File: src/design/dtok_pkg.sv
// Shared types and constants for the delimited text field tokenizer.
// Holds the character codes, token kinds, parser states and the step result struct.
// Depends on nothing; every other design file refers to it by scoped names.
package dtok_pkg;

   // Character codes the parser reacts to
   localparam logic [7:0] CharTab       = 8'h09;
   localparam logic [7:0] CharLf        = 8'h0A;
   localparam logic [7:0] CharCr        = 8'h0D;
   localparam logic [7:0] CharQuote     = 8'h22;
   localparam logic [7:0] CharComma     = 8'h2C;
   localparam logic [7:0] CharColon     = 8'h3A;
   localparam logic [7:0] CharBackslash = 8'h5C;
   localparam logic [7:0] CharLowerN    = 8'h6E;
   localparam logic [7:0] CharLowerT    = 8'h74;

   // Configuration register layout
   localparam int unsigned CsrDataWidth = 32;
   localparam int unsigned CsrAddrWidth = 2;
   localparam logic [CsrAddrWidth-1:0] AddrDelimSelect = 2'd0;

   // Field separator codes; the fourth code selects no separator
   typedef enum logic [1:0] {
      DELIM_TAB   = 2'd0,
      DELIM_COLON = 2'd1,
      DELIM_COMMA = 2'd2
   } delim_type;

   // Token kinds on the result channel
   typedef enum logic [1:0] {
      KIND_CHAR   = 2'd0,
      KIND_FIELD  = 2'd1,
      KIND_RECORD = 2'd2,
      KIND_DROP   = 2'd3
   } kind_type;

   // Parser states, one-hot
   typedef enum logic [5:0] {
      ST_BEGIN      = 6'b000001,
      ST_PLAIN      = 6'b000010,
      ST_PLAIN_ESC  = 6'b000100,
      ST_QUOTED     = 6'b001000,
      ST_QUOTED_ESC = 6'b010000,
      ST_QUOTE_SEEN = 6'b100000
   } state_type;

   // Outcome of one parser step
   typedef struct packed {
      state_type  next_state;
      logic [7:0] next_fields;
      logic       emit;
      kind_type   kind;
      logic [7:0] char_out;
      logic [7:0] field_number;
   } step_type;

endpackage

File: src/design/delimited_text_field_tokenizer.sv
// Top level of the delimited text field tokenizer.
// Depends on dtok_pkg, dtok_csr and dtok_decode.
//
// Usage:
//   The req_ channel carries one transaction per byte (req_char_in) or an end-of-file
//   mark (req_end_of_file). The rsp_ channel carries zero or one token per request:
//   rsp_kind (payload char, field end, field and record end, record end dropping the
//   open field), rsp_char_out and the saturating rsp_field_number.
//   The separator (tab, colon, comma) is written through the APB-style port at
//   address 0; the user must write it only while the block is idle (not enforced).
// Path: an accepted request is held in the input register; its token is loaded from
//   there into the result register once that register is free, and presented from it.
// Throughput: one request per cycle while the result is not stalled. The parser state
//   and field count update as each item leaves the input register, so the next byte
//   can follow directly behind.
// Stall: a stalled result holds in the result register; the input register keeps
//   accepting until it is full and the result register is blocked, and req_ready
//   then drops until the receiver takes the token.
// Reset: synchronous, active high; clears both valid flags, returns the parser to
//   begin of record with zero fields and the separator to tab.
module delimited_text_field_tokenizer #(
   parameter int unsigned FIELD_COUNT_MAX = 255
) (
   input  logic                                 clock,
   input  logic                                 reset,
   // request channel
   input  logic                                 req_valid,
   output logic                                 req_ready,
   input  logic [7:0]                           req_char_in,
   input  logic                                 req_end_of_file,
   // result channel
   output logic                                 rsp_valid,
   input  logic                                 rsp_ready,
   output logic [1:0]                           rsp_kind,
   output logic [7:0]                           rsp_char_out,
   output logic [7:0]                           rsp_field_number,
   // configuration port
   input  logic                                 psel,
   input  logic                                 penable,
   input  logic                                 pwrite,
   input  logic [dtok_pkg::CsrAddrWidth-1:0]    paddr,
   input  logic [dtok_pkg::CsrDataWidth-1:0]    pwdata,
   output logic [dtok_pkg::CsrDataWidth-1:0]    prdata,
   output logic                                 pready
);

   logic                in_valid_ff, in_valid_in;
   logic [7:0]          in_char_ff, in_char_in;
   logic                in_eof_ff, in_eof_in;
   dtok_pkg::state_type state_ff, state_in;
   logic [7:0]          fields_ff, fields_in;
   logic                rsp_valid_ff, rsp_valid_in;
   logic [1:0]          rsp_kind_ff, rsp_kind_in;
   logic [7:0]          rsp_char_ff, rsp_char_in;
   logic [7:0]          rsp_num_ff, rsp_num_in;
   logic [1:0]          delim_select;
   logic                out_free;
   logic                advance;
   logic                req_take;
   dtok_pkg::step_type  step;

   dtok_csr u_csr (
      .clock        (clock),
      .reset        (reset),
      .psel         (psel),
      .penable      (penable),
      .pwrite       (pwrite),
      .paddr        (paddr),
      .pwdata       (pwdata),
      .prdata       (prdata),
      .pready       (pready),
      .delim_select (delim_select)
   );

   dtok_decode #(
      .FIELD_COUNT_MAX (FIELD_COUNT_MAX)
   ) u_decode (
      .state        (state_ff),
      .fields_done  (fields_ff),
      .char_in      (in_char_ff),
      .end_of_file  (in_eof_ff),
      .delim_select (delim_select),
      .step         (step)
   );

   // Handshake: the input register moves whenever the result register can load
   assign out_free  = !rsp_valid_ff || rsp_ready;
   assign advance   = in_valid_ff && out_free;
   assign req_ready = !in_valid_ff || out_free;
   assign req_take  = req_valid && req_ready;

   // Input register
   always_comb begin
      in_valid_in = in_valid_ff;
      in_char_in  = in_char_ff;
      in_eof_in   = in_eof_ff;
      if (req_ready) begin
         in_valid_in = req_valid;
      end
      if (req_take) begin
         in_char_in = req_char_in;
         in_eof_in  = req_end_of_file;
      end
   end

   // Parser state advances with each item leaving the input register
   always_comb begin
      state_in  = state_ff;
      fields_in = fields_ff;
      if (advance) begin
         state_in  = step.next_state;
         fields_in = step.next_fields;
      end
   end

   // Result register: load a token, drop the valid once taken
   always_comb begin
      rsp_valid_in = rsp_valid_ff;
      rsp_kind_in  = rsp_kind_ff;
      rsp_char_in  = rsp_char_ff;
      rsp_num_in   = rsp_num_ff;
      if (out_free) begin
         rsp_valid_in = advance && step.emit;
      end
      if (advance && step.emit) begin
         rsp_kind_in = step.kind;
         rsp_char_in = step.char_out;
         rsp_num_in  = step.field_number;
      end
   end

   always_ff @(posedge clock) begin
      if (reset) begin
         in_valid_ff  <= 1'b0;
         rsp_valid_ff <= 1'b0;
         state_ff     <= dtok_pkg::ST_BEGIN;
         fields_ff    <= 8'd0;
      end else begin
         in_valid_ff  <= in_valid_in;
         rsp_valid_ff <= rsp_valid_in;
         state_ff     <= state_in;
         fields_ff    <= fields_in;
      end
   end

   always_ff @(posedge clock) begin
      in_char_ff  <= in_char_in;
      in_eof_ff   <= in_eof_in;
      rsp_kind_ff <= rsp_kind_in;
      rsp_char_ff <= rsp_char_in;
      rsp_num_ff  <= rsp_num_in;
   end

   assign rsp_valid        = rsp_valid_ff;
   assign rsp_kind         = rsp_kind_ff;
   assign rsp_char_out     = rsp_char_ff;
   assign rsp_field_number = rsp_num_ff;

endmodule

File: src/design/dtok_csr.sv
// APB-style configuration register for the tokenizer: the field separator select.
// Depends on dtok_pkg for the address layout and the separator codes.
module dtok_csr (
   input  logic                                 clock,
   input  logic                                 reset,
   input  logic                                 psel,
   input  logic                                 penable,
   input  logic                                 pwrite,
   input  logic [dtok_pkg::CsrAddrWidth-1:0]    paddr,
   input  logic [dtok_pkg::CsrDataWidth-1:0]    pwdata,
   output logic [dtok_pkg::CsrDataWidth-1:0]    prdata,
   output logic                                 pready,
   output logic [1:0]                           delim_select
);

   logic [1:0] delim_ff;
   logic [1:0] delim_in;
   logic       write_en;

   // Complete a write in the access phase; byte offset bits do not select a register
   assign write_en = psel && penable && pwrite;

   always_comb begin
      delim_in = delim_ff;
      if (write_en) begin
         delim_in = pwdata[1:0];
      end
   end

   always_ff @(posedge clock) begin
      if (reset) begin
         delim_ff <= dtok_pkg::DELIM_TAB;
      end else begin
         delim_ff <= delim_in;
      end
   end

   // Return the register on an aligned read, zero elsewhere
   assign prdata = (paddr == dtok_pkg::AddrDelimSelect)
                   ? {{(dtok_pkg::CsrDataWidth-2){1'b0}}, delim_ff}
                   : '0;
   assign pready       = 1'b1;
   assign delim_select = delim_ff;

endmodule

File: src/design/dtok_decode.sv
// Single-step parser decision: from the current state, field count and one byte,
// derive the next state, the next field count and the token, if any.
// Depends on dtok_pkg for character codes, states, kinds and the step struct.
module dtok_decode #(
   parameter int unsigned FIELD_COUNT_MAX = 255
) (
   input  dtok_pkg::state_type state,
   input  logic [7:0]          fields_done,
   input  logic [7:0]          char_in,
   input  logic                end_of_file,
   input  logic [1:0]          delim_select,
   output dtok_pkg::step_type  step
);

   localparam logic [7:0] CountCap = (FIELD_COUNT_MAX > 255) ? 8'd255 : 8'(FIELD_COUNT_MAX);

   typedef enum logic [2:0] {
      ACT_NONE   = 3'd0,
      ACT_CHAR   = 3'd1,
      ACT_PLAIN  = 3'd2,
      ACT_RECORD = 3'd3,
      ACT_DROP   = 3'd4
   } action_type;

   action_type          action;
   dtok_pkg::state_type nxt_state;
   logic [7:0]          fields_inc;
   logic [7:0]          esc_char;
   logic [7:0]          act_char;
   logic                is_delim;
   logic                is_end;

   // Saturating count of the field in progress
   assign fields_inc = (fields_done >= CountCap) ? CountCap : fields_done + 8'd1;

   // Map escape letters n and t
   assign esc_char = (char_in == dtok_pkg::CharLowerN) ? dtok_pkg::CharLf :
                     (char_in == dtok_pkg::CharLowerT) ? dtok_pkg::CharTab : char_in;

   assign is_end = end_of_file || (char_in == dtok_pkg::CharLf);

   // Match the selected separator
   always_comb begin
      case (delim_select)
         dtok_pkg::DELIM_TAB:   is_delim = (char_in == dtok_pkg::CharTab);
         dtok_pkg::DELIM_COLON: is_delim = (char_in == dtok_pkg::CharColon);
         dtok_pkg::DELIM_COMMA: is_delim = (char_in == dtok_pkg::CharComma);
         default:               is_delim = 1'b0;
      endcase
   end

   // Pick the action and state move for this byte
   always_comb begin
      action    = ACT_NONE;
      act_char  = char_in;
      nxt_state = state;
      case (state)
         dtok_pkg::ST_PLAIN: begin
            if (is_end) begin
               action = ACT_RECORD;
            end else if (char_in == dtok_pkg::CharBackslash) begin
               nxt_state = dtok_pkg::ST_PLAIN_ESC;
            end else if (char_in == dtok_pkg::CharQuote) begin
               nxt_state = dtok_pkg::ST_QUOTED;
            end else if (char_in != dtok_pkg::CharCr) begin
               action = ACT_PLAIN;
            end
         end
         dtok_pkg::ST_PLAIN_ESC: begin
            if (end_of_file) begin
               action = ACT_DROP;
            end else if (char_in != dtok_pkg::CharCr) begin
               nxt_state = dtok_pkg::ST_PLAIN;
               action    = ACT_CHAR;
               act_char  = esc_char;
            end
         end
         dtok_pkg::ST_QUOTED: begin
            if (end_of_file) begin
               action = ACT_RECORD;
            end else if (char_in == dtok_pkg::CharBackslash) begin
               nxt_state = dtok_pkg::ST_QUOTED_ESC;
            end else if (char_in == dtok_pkg::CharQuote) begin
               nxt_state = dtok_pkg::ST_QUOTE_SEEN;
            end else if (char_in != dtok_pkg::CharCr) begin
               action = ACT_CHAR;
            end
         end
         dtok_pkg::ST_QUOTED_ESC: begin
            if (end_of_file) begin
               action = ACT_RECORD;
            end else if (char_in != dtok_pkg::CharCr) begin
               nxt_state = dtok_pkg::ST_QUOTED;
               action    = ACT_CHAR;
               act_char  = esc_char;
            end
         end
         dtok_pkg::ST_QUOTE_SEEN: begin
            if (is_end) begin
               action = ACT_RECORD;
            end else if (char_in == dtok_pkg::CharQuote) begin
               // doubled quote gives a literal quote
               nxt_state = dtok_pkg::ST_QUOTED;
               action    = ACT_CHAR;
               act_char  = dtok_pkg::CharQuote;
            end else if (char_in == dtok_pkg::CharCr) begin
               nxt_state = dtok_pkg::ST_PLAIN;
            end else begin
               action = ACT_PLAIN;
            end
         end
         default: begin
            // begin of record
            if (is_end) begin
               action = ACT_DROP;
            end else if (char_in == dtok_pkg::CharBackslash) begin
               nxt_state = dtok_pkg::ST_PLAIN_ESC;
            end else if (char_in == dtok_pkg::CharQuote) begin
               nxt_state = dtok_pkg::ST_QUOTED;
            end else if (char_in == dtok_pkg::CharCr) begin
               nxt_state = dtok_pkg::ST_PLAIN;
            end else begin
               action = ACT_PLAIN;
            end
         end
      endcase
   end

   // Turn the action into a token and the updated count
   always_comb begin
      step.next_state   = nxt_state;
      step.next_fields  = fields_done;
      step.emit         = 1'b0;
      step.kind         = dtok_pkg::KIND_CHAR;
      step.char_out     = 8'd0;
      step.field_number = fields_inc;
      case (action)
         ACT_CHAR: begin
            step.emit     = 1'b1;
            step.char_out = act_char;
         end
         ACT_PLAIN: begin
            step.next_state = dtok_pkg::ST_PLAIN;
            step.emit       = 1'b1;
            if (is_delim) begin
               step.next_fields = fields_inc;
               step.kind        = dtok_pkg::KIND_FIELD;
            end else begin
               step.char_out = char_in;
            end
         end
         ACT_RECORD: begin
            step.next_state  = dtok_pkg::ST_BEGIN;
            step.next_fields = 8'd0;
            step.emit        = 1'b1;
            step.kind        = dtok_pkg::KIND_RECORD;
         end
         ACT_DROP: begin
            step.next_state   = dtok_pkg::ST_BEGIN;
            step.next_fields  = 8'd0;
            step.emit         = 1'b1;
            step.kind         = dtok_pkg::KIND_DROP;
            step.field_number = fields_done;
         end
         default: begin
            step.emit = 1'b0;
         end
      endcase
   end

endmodule

File: config.mk
export PLATFORM = sky130hd
export DESIGN_NAME = delimited_text_field_tokenizer
export DESIGN_NICKNAME = d
export VERILOG_FILES = /design/src/design/dtok_pkg.sv /design/src/design/delimited_text_field_tokenizer.sv /design/src/design/dtok_csr.sv /design/src/design/dtok_decode.sv
export SDC_FILE = /design/constraint.sdc
export NUM_CORES = 1
export LEC_CHECK = 0
export BUFFER_PORTS_ARGS = -buffer_cell sky130_fd_sc_hd__buf_4
export CAP_MARGIN = 20
export CORE_MARGIN = 3
export CORE_UTILIZATION = 29
export DETAILED_ROUTE_END_ITERATION = 6
export PLACE_DENSITY = 0.54
export SLEW_MARGIN = 5
export SYNTH_ARGS = -nofsm -noshare
export SYNTH_HDL_FRONTEND = slang
export SYNTH_HIERARCHICAL = 1
export SYNTH_SLANG_ARGS = --single-unit
File: constraint.sdc
create_clock -name clock -period 7.9 [get_ports clock]
set_input_delay 1.58 -clock clock [delete_from_list [all_inputs] [get_ports clock]]
set_output_delay 1.58 -clock clock [all_outputs]
set_load 0.03 [all_outputs]
# Yosys cells after proc, flatten, opt, wreduce, memory -nomap -nowiden
# Cells that the tools add are included.
[classes]
addsub = 1
magnitude_cmp = 1
n_eq_ne = 32
mux = 51
reduce_logical = 18
[op_table]
columns = ["cell", "n"]
rows = [
  ["$mux W6", 15],
  ["$mux W8", 10],
  ["$mux W3", 13],
  ["$pmux W8 S2", 2],
  ["$pmux W6 S5", 1],
  ["$pmux W14 S2", 1],
  ["$eq A8 B4 Y1 const B", 3],
  ["$eq A8 B6 Y1 const B", 3],
  ["$eq A8 B7 Y1 const B", 3],
  ["$pmux W3 S5", 1],
  ["$ne A4 B3 Y1 const B", 3],
  ["$reduce_and A11 Y1", 1],
  ["$ne A5 B2 Y1 const B", 2],
  ["$add A8 B1 Y8 const B", 1],
  ["$ge A8 B8 Y1 const B", 1],
  ["$ne A4 B2 Y1 const B", 2],
  ["$ne A4 B4 Y1 const B", 2],
  ["$ne A8 B4 Y1 const B", 1],
  ["$eq A3 B2 Y1 const B", 2],
  ["$eq A6 B2 Y1 const B", 1],
  ["$eq A6 B3 Y1 const B", 1],
  ["$eq A6 B4 Y1 const B", 1],
  ["$eq A6 B5 Y1 const B", 1],
  ["$eq A6 B6 Y1 const B", 1],
  ["18 further kinds", 31],
]
[totals]
reg_bits = 45
inputBits = 50
out_inout_bits = 53
elab_cells = 113

# Logic depth before layout (Yosys ltp)
[depth]
ltp_word = 10
mapped_depth = 11
mapped_depth_nobuf = 11

# Modules after synthesis
# Netlist, hierarchy kept.
[modules_own_cells]
columns = ["module", "n_inst", "cells_per_inst", "area_per_inst_um2", "seq_area_each_um2"]
rows = [
  ["delimited_text_field_tokenizer", 1, 100, 1541.5, 1131.1],
  ["dtok_decode", 1, 208, 1317.5, 0.0],
  ["dtok_csr", 1, 44, 351.6, 40.0],
]

# Worst setup path after synthesis
# Ideal clock, no wire load.
[synth_timing]
path_type = "in2out"
start = "input port paddr[1] (netlist bit)"
end = "output port prdata[0] (netlist bit)"
arrival_ns = 2.316
required_time_ns = 6.320
path_slack_ns = 4.004
stages = 1
path_buffers = 0
cell_sequence = "nor3b_1"
[synth_via]
elab_chain_cells = 2
[synth_lines]
columns = ["element", "line", "source"]
rows = [
  ["start: declaration", "delimited_text_field_tokenizer.sv:41", "input logic [dtok_pkg::CsrAddrWidth-1:0] paddr,"],
  ["$logic_not A2 Y1", "dtok_csr.sv:39", "assign prdata = (paddr == dtok_pkg::AddrDelimSelect)"],
  ["$mux W2", "dtok_csr.sv:40", "? {{(dtok_pkg::CsrDataWidth-2){1'b0}}, delim_ff}"],
  ["end: declaration", "delimited_text_field_tokenizer.sv:43", "output logic [dtok_pkg::CsrDataWidth-1:0] prdata,"],
]
# No other way between the ends.

# Worst setup path in the final report
[layout_timing]
start = "input port rsp_ready"
end = "output port req_ready"
[layout_via]
elab_chain_cells = 2
[layout_lines]
columns = ["element", "line", "source"]
rows = [
  ["start: declaration", "delimited_text_field_tokenizer.sv:33", "input logic rsp_ready,"],
  ["$logic_or A1 B1 Y1", "delimited_text_field_tokenizer.sv:87", "assign out_free = !rsp_valid_ff || rsp_ready;"],
  ["$logic_or A1 B1 Y1", "delimited_text_field_tokenizer.sv:89", "assign req_ready = !in_valid_ff || out_free;"],
  ["end: declaration", "delimited_text_field_tokenizer.sv:28", "output logic req_ready,"],
]
# No other way between the ends.

==> qor.csv <==
stage;metric;value;unit
timing;setup_viol_count_final;0;
finish;final_cell_mix;43 x buf_4, 32 x nor2_1, 32 x nand2b_1;
timing;fin_crit;3.68;ns
finish;final-seq-area;0.00117;mm²
yosys;synth_top_family_by_area;simple AND/OR/NAND/NOR gates;
yosys;yosysSeqAreaShare;0.365;
timing;relSlewSlack;0.290;
timing;drv_slew;0;
setup_path;crit_type;input pin to output port;
status;status;complete, no violations;
pwr;powerDensity;148;mW/mm²
setup_path;critPathLaunchType;input pin;
global_route;grt_use_total;0.109;
route;via_per_inst;4.93;
timing;fmax;271;MHz
clock_network;cts_hold_buf;0;
global_route;grt_max_degree;35;
yosys;synth-seq-cells;45;
yosys;netlist_area;0.00321;mm²
floorplan;rows;37;
setup_path;arrival;2.10;ns
yosys;synth_xor_xnor_area_share;0.0136;
yosys;synthAdderAreaFrac;0.0156;
finish;drive_above_1_share;0.182;
timing;tightest_slew;1.06;ns
worst_hold_path;holdCritPathClass;flip-flop to flip-flop;
finish;antenna_cells;0;
place;dp.final_hpwl;5080;µm
clock_network;clk_latency;0.29;ns
clock_network;cts_tree;yes;
clock_network;cts.clk_slew.worst_paths;0.09;ns
floorplan;ios;103;
yosys;syn_avg_cell_area;9.12;µm²
global_route;gr-total-overflow;0;
finish;final_common_cell;buf_4;
pwr;power_leakage;1.29;nW
yosys;synth-simple-area-share;0.286;
route;drc;0;
timing;rsz0062_at_grt;false;
yosys;synth-edff-count;27;
yosys;ys_warn_count;6;
clock_network;clock-sinks;45;
place;place.gp.congestion;0.865;
global_route;antenna_found_initial;0;
place;port_buffers;41;
yosys;synthMuxAreaShare;0.0530;
setup_path;reg2regPathDepth;9;
finish;final_nets;437;
floorplan;initial_core_util;0.304;
timing;tns;0;ns
route;wl_per_cell;13.3;µm
floorplan;dieWidth;111;µm
timing;skew;0.00799;ns
global_route;grt_pass1_wl;11300;µm
clock_network;post_cts_resized;0;
job;max-cap-violations;0;
yosys;synthFlopType;edfxtp_1;
yosys;synth_compound_area_frac;0.148;
yosys;synthArstFlopShare;0;
yosys;synthCells;352;
clock_network;h-tree-depth;2;
clock_network;cts.path.max_buffers;2;
floorplan;core;0.0106;mm²
clock_network;cts_root_buf;clkbuf_8;
route;antenna_left;0;
route;routed_wirelength;6940;µm
floorplan;die_area;0.0124;mm²
timing;timing.final.crit_share;0.466;
worst_hold_path;hold_depth;2;
finish;syn2layout_area_growth;11.3;%
route;drt_iter0_markers;176;
pwr;power;0.000529;W
finish;multi_input_comb_area;0.00178;mm²
yosys;ys_types;68;
global_route;grt_pass1_vias;2312;
clock_network;cts_buffers;5;
clock_network;post_cts_buffers;0;
route;via_count;2565;
timing;finalHoldViolCount;0;
setup_path;cp_max_fo;5;
setup_path;endpoint_kind;output port;
route;first_pass_iters;4;
finish;fillCellCount;1093;
pwr;ir_worst_vdd;0.0725;mV
setup_path;critical_path_required;6.32;ns
floorplan;die_height;111;µm
==> path summary, 6_finish.rpt <==
kind	start	end	slack, ns
max	rsp_ready	req_ready	4.22
min	fields_ff[3]$_SDFFE_PP0P_	fields_ff[3]$_SDFFE_PP0P_	0.53
max reg2reg	in_char_ff[5]$_DFFE_PP_	rsp_char_out[5]$_DFFE_PP_	4.93
min reg2reg	fields_ff[3]$_SDFFE_PP0P_	fields_ff[3]$_SDFFE_PP0P_	0.53
==> final cells by class <==
| class | instances | share of cell area |
|---|---|---|
| Multi-Input combinational cell | 284 | 0.497 |
| Clock inverter | 1 | 0.00841 |
| Inverter | 4 | 0.00420 |
| Timing Repair Buffer | 43 | 0.0904 |
| Tap cell | 136 | 0.0476 |
| Clock buffer | 7 | 0.0242 |
| Sequential cell | 45 | 0.328 |
==> critical path, cell delays in order <==
cell and delay [ns]:
buf_4 0.12, nor2b_4 0.15, nand2_1 0.08, buf_4 0.17
==> cells by family (layout without fill, tap and decap cells) <==
logic type,count (synthesis),after routing
flip-flops,45,45
AO/OA/AOI/OAI,74,74
AND/OR/NAND/NOR,153,153
XOR/XNOR,5,5
multiplexers,17,17
adder cells (fa/ha/maj),4,4
buffers and inverters,52,55
other,2,31
==> state kept, by name (all words and copies together) (netlist names) <==
register	cells
rsp_kind	2
in_valid_ff	1
rsp_field_number	8
fields_ff	8
rsp_valid	1
state_ff	6
in_eof_ff	1
u_csr/delim_select	2
rsp_char_out	8
in_char_ff	8
==> per-layer routing <==
layer	vias to the layer above	GRT usage	wire, µm
met1	1205	0.143	3110
met2	89	0.183	3380
met4	0	0.0349	76
li1	1267	-	-
met5	-	0	0
met3	4	0.0207	377
==> per-stage QoR <==
stage          std cells   util  hold WS (ns)  cell area (µm²)  setup slack (ns)
3_5_place_dp         512  0.327         0.521             3460              4.21
6_report             520  0.338         0.529             3570              4.22
3_3_place_gp         512  0.327         0.503             3460              4.21
5_1_grt              520  0.338         0.569             3570              4.18
2_1_floorplan        381      -         0.445             3320              4.00
4_1_cts              520  0.338         0.533             3570              4.21
==> power by group <==
part	internal, W	switching, W	total [W]
clock network	0.000103	0.0000756	0.000179
registers	0.000258	0.00000909	0.000267
logic	0.0000274	0.0000550	0.0000825
==> synthesized netlist by cell type (all sizes together), types with 4 or more instances <==
cell,count,share of area
buf,42,0.10
nor2,34,0.041
nand2b,32,0.062
edfxtp,27,0.25
a21oi,24,0.037
dfxtp,18,0.11
o21ai,18,0.030
mux2i,17,0.053
nand2,15,0.018
and2,12,0.023
nand3,10,0.016
a31oi,7,0.014
and3,7,0.015
clkbuf,6,0.0070
nor3,5,0.0078
ha,4,0.016
inv,4,0.0047
nor4,4,0.0097
nor4b,4,0.018
Note: power is estimated with default switching activity, not from simulation.
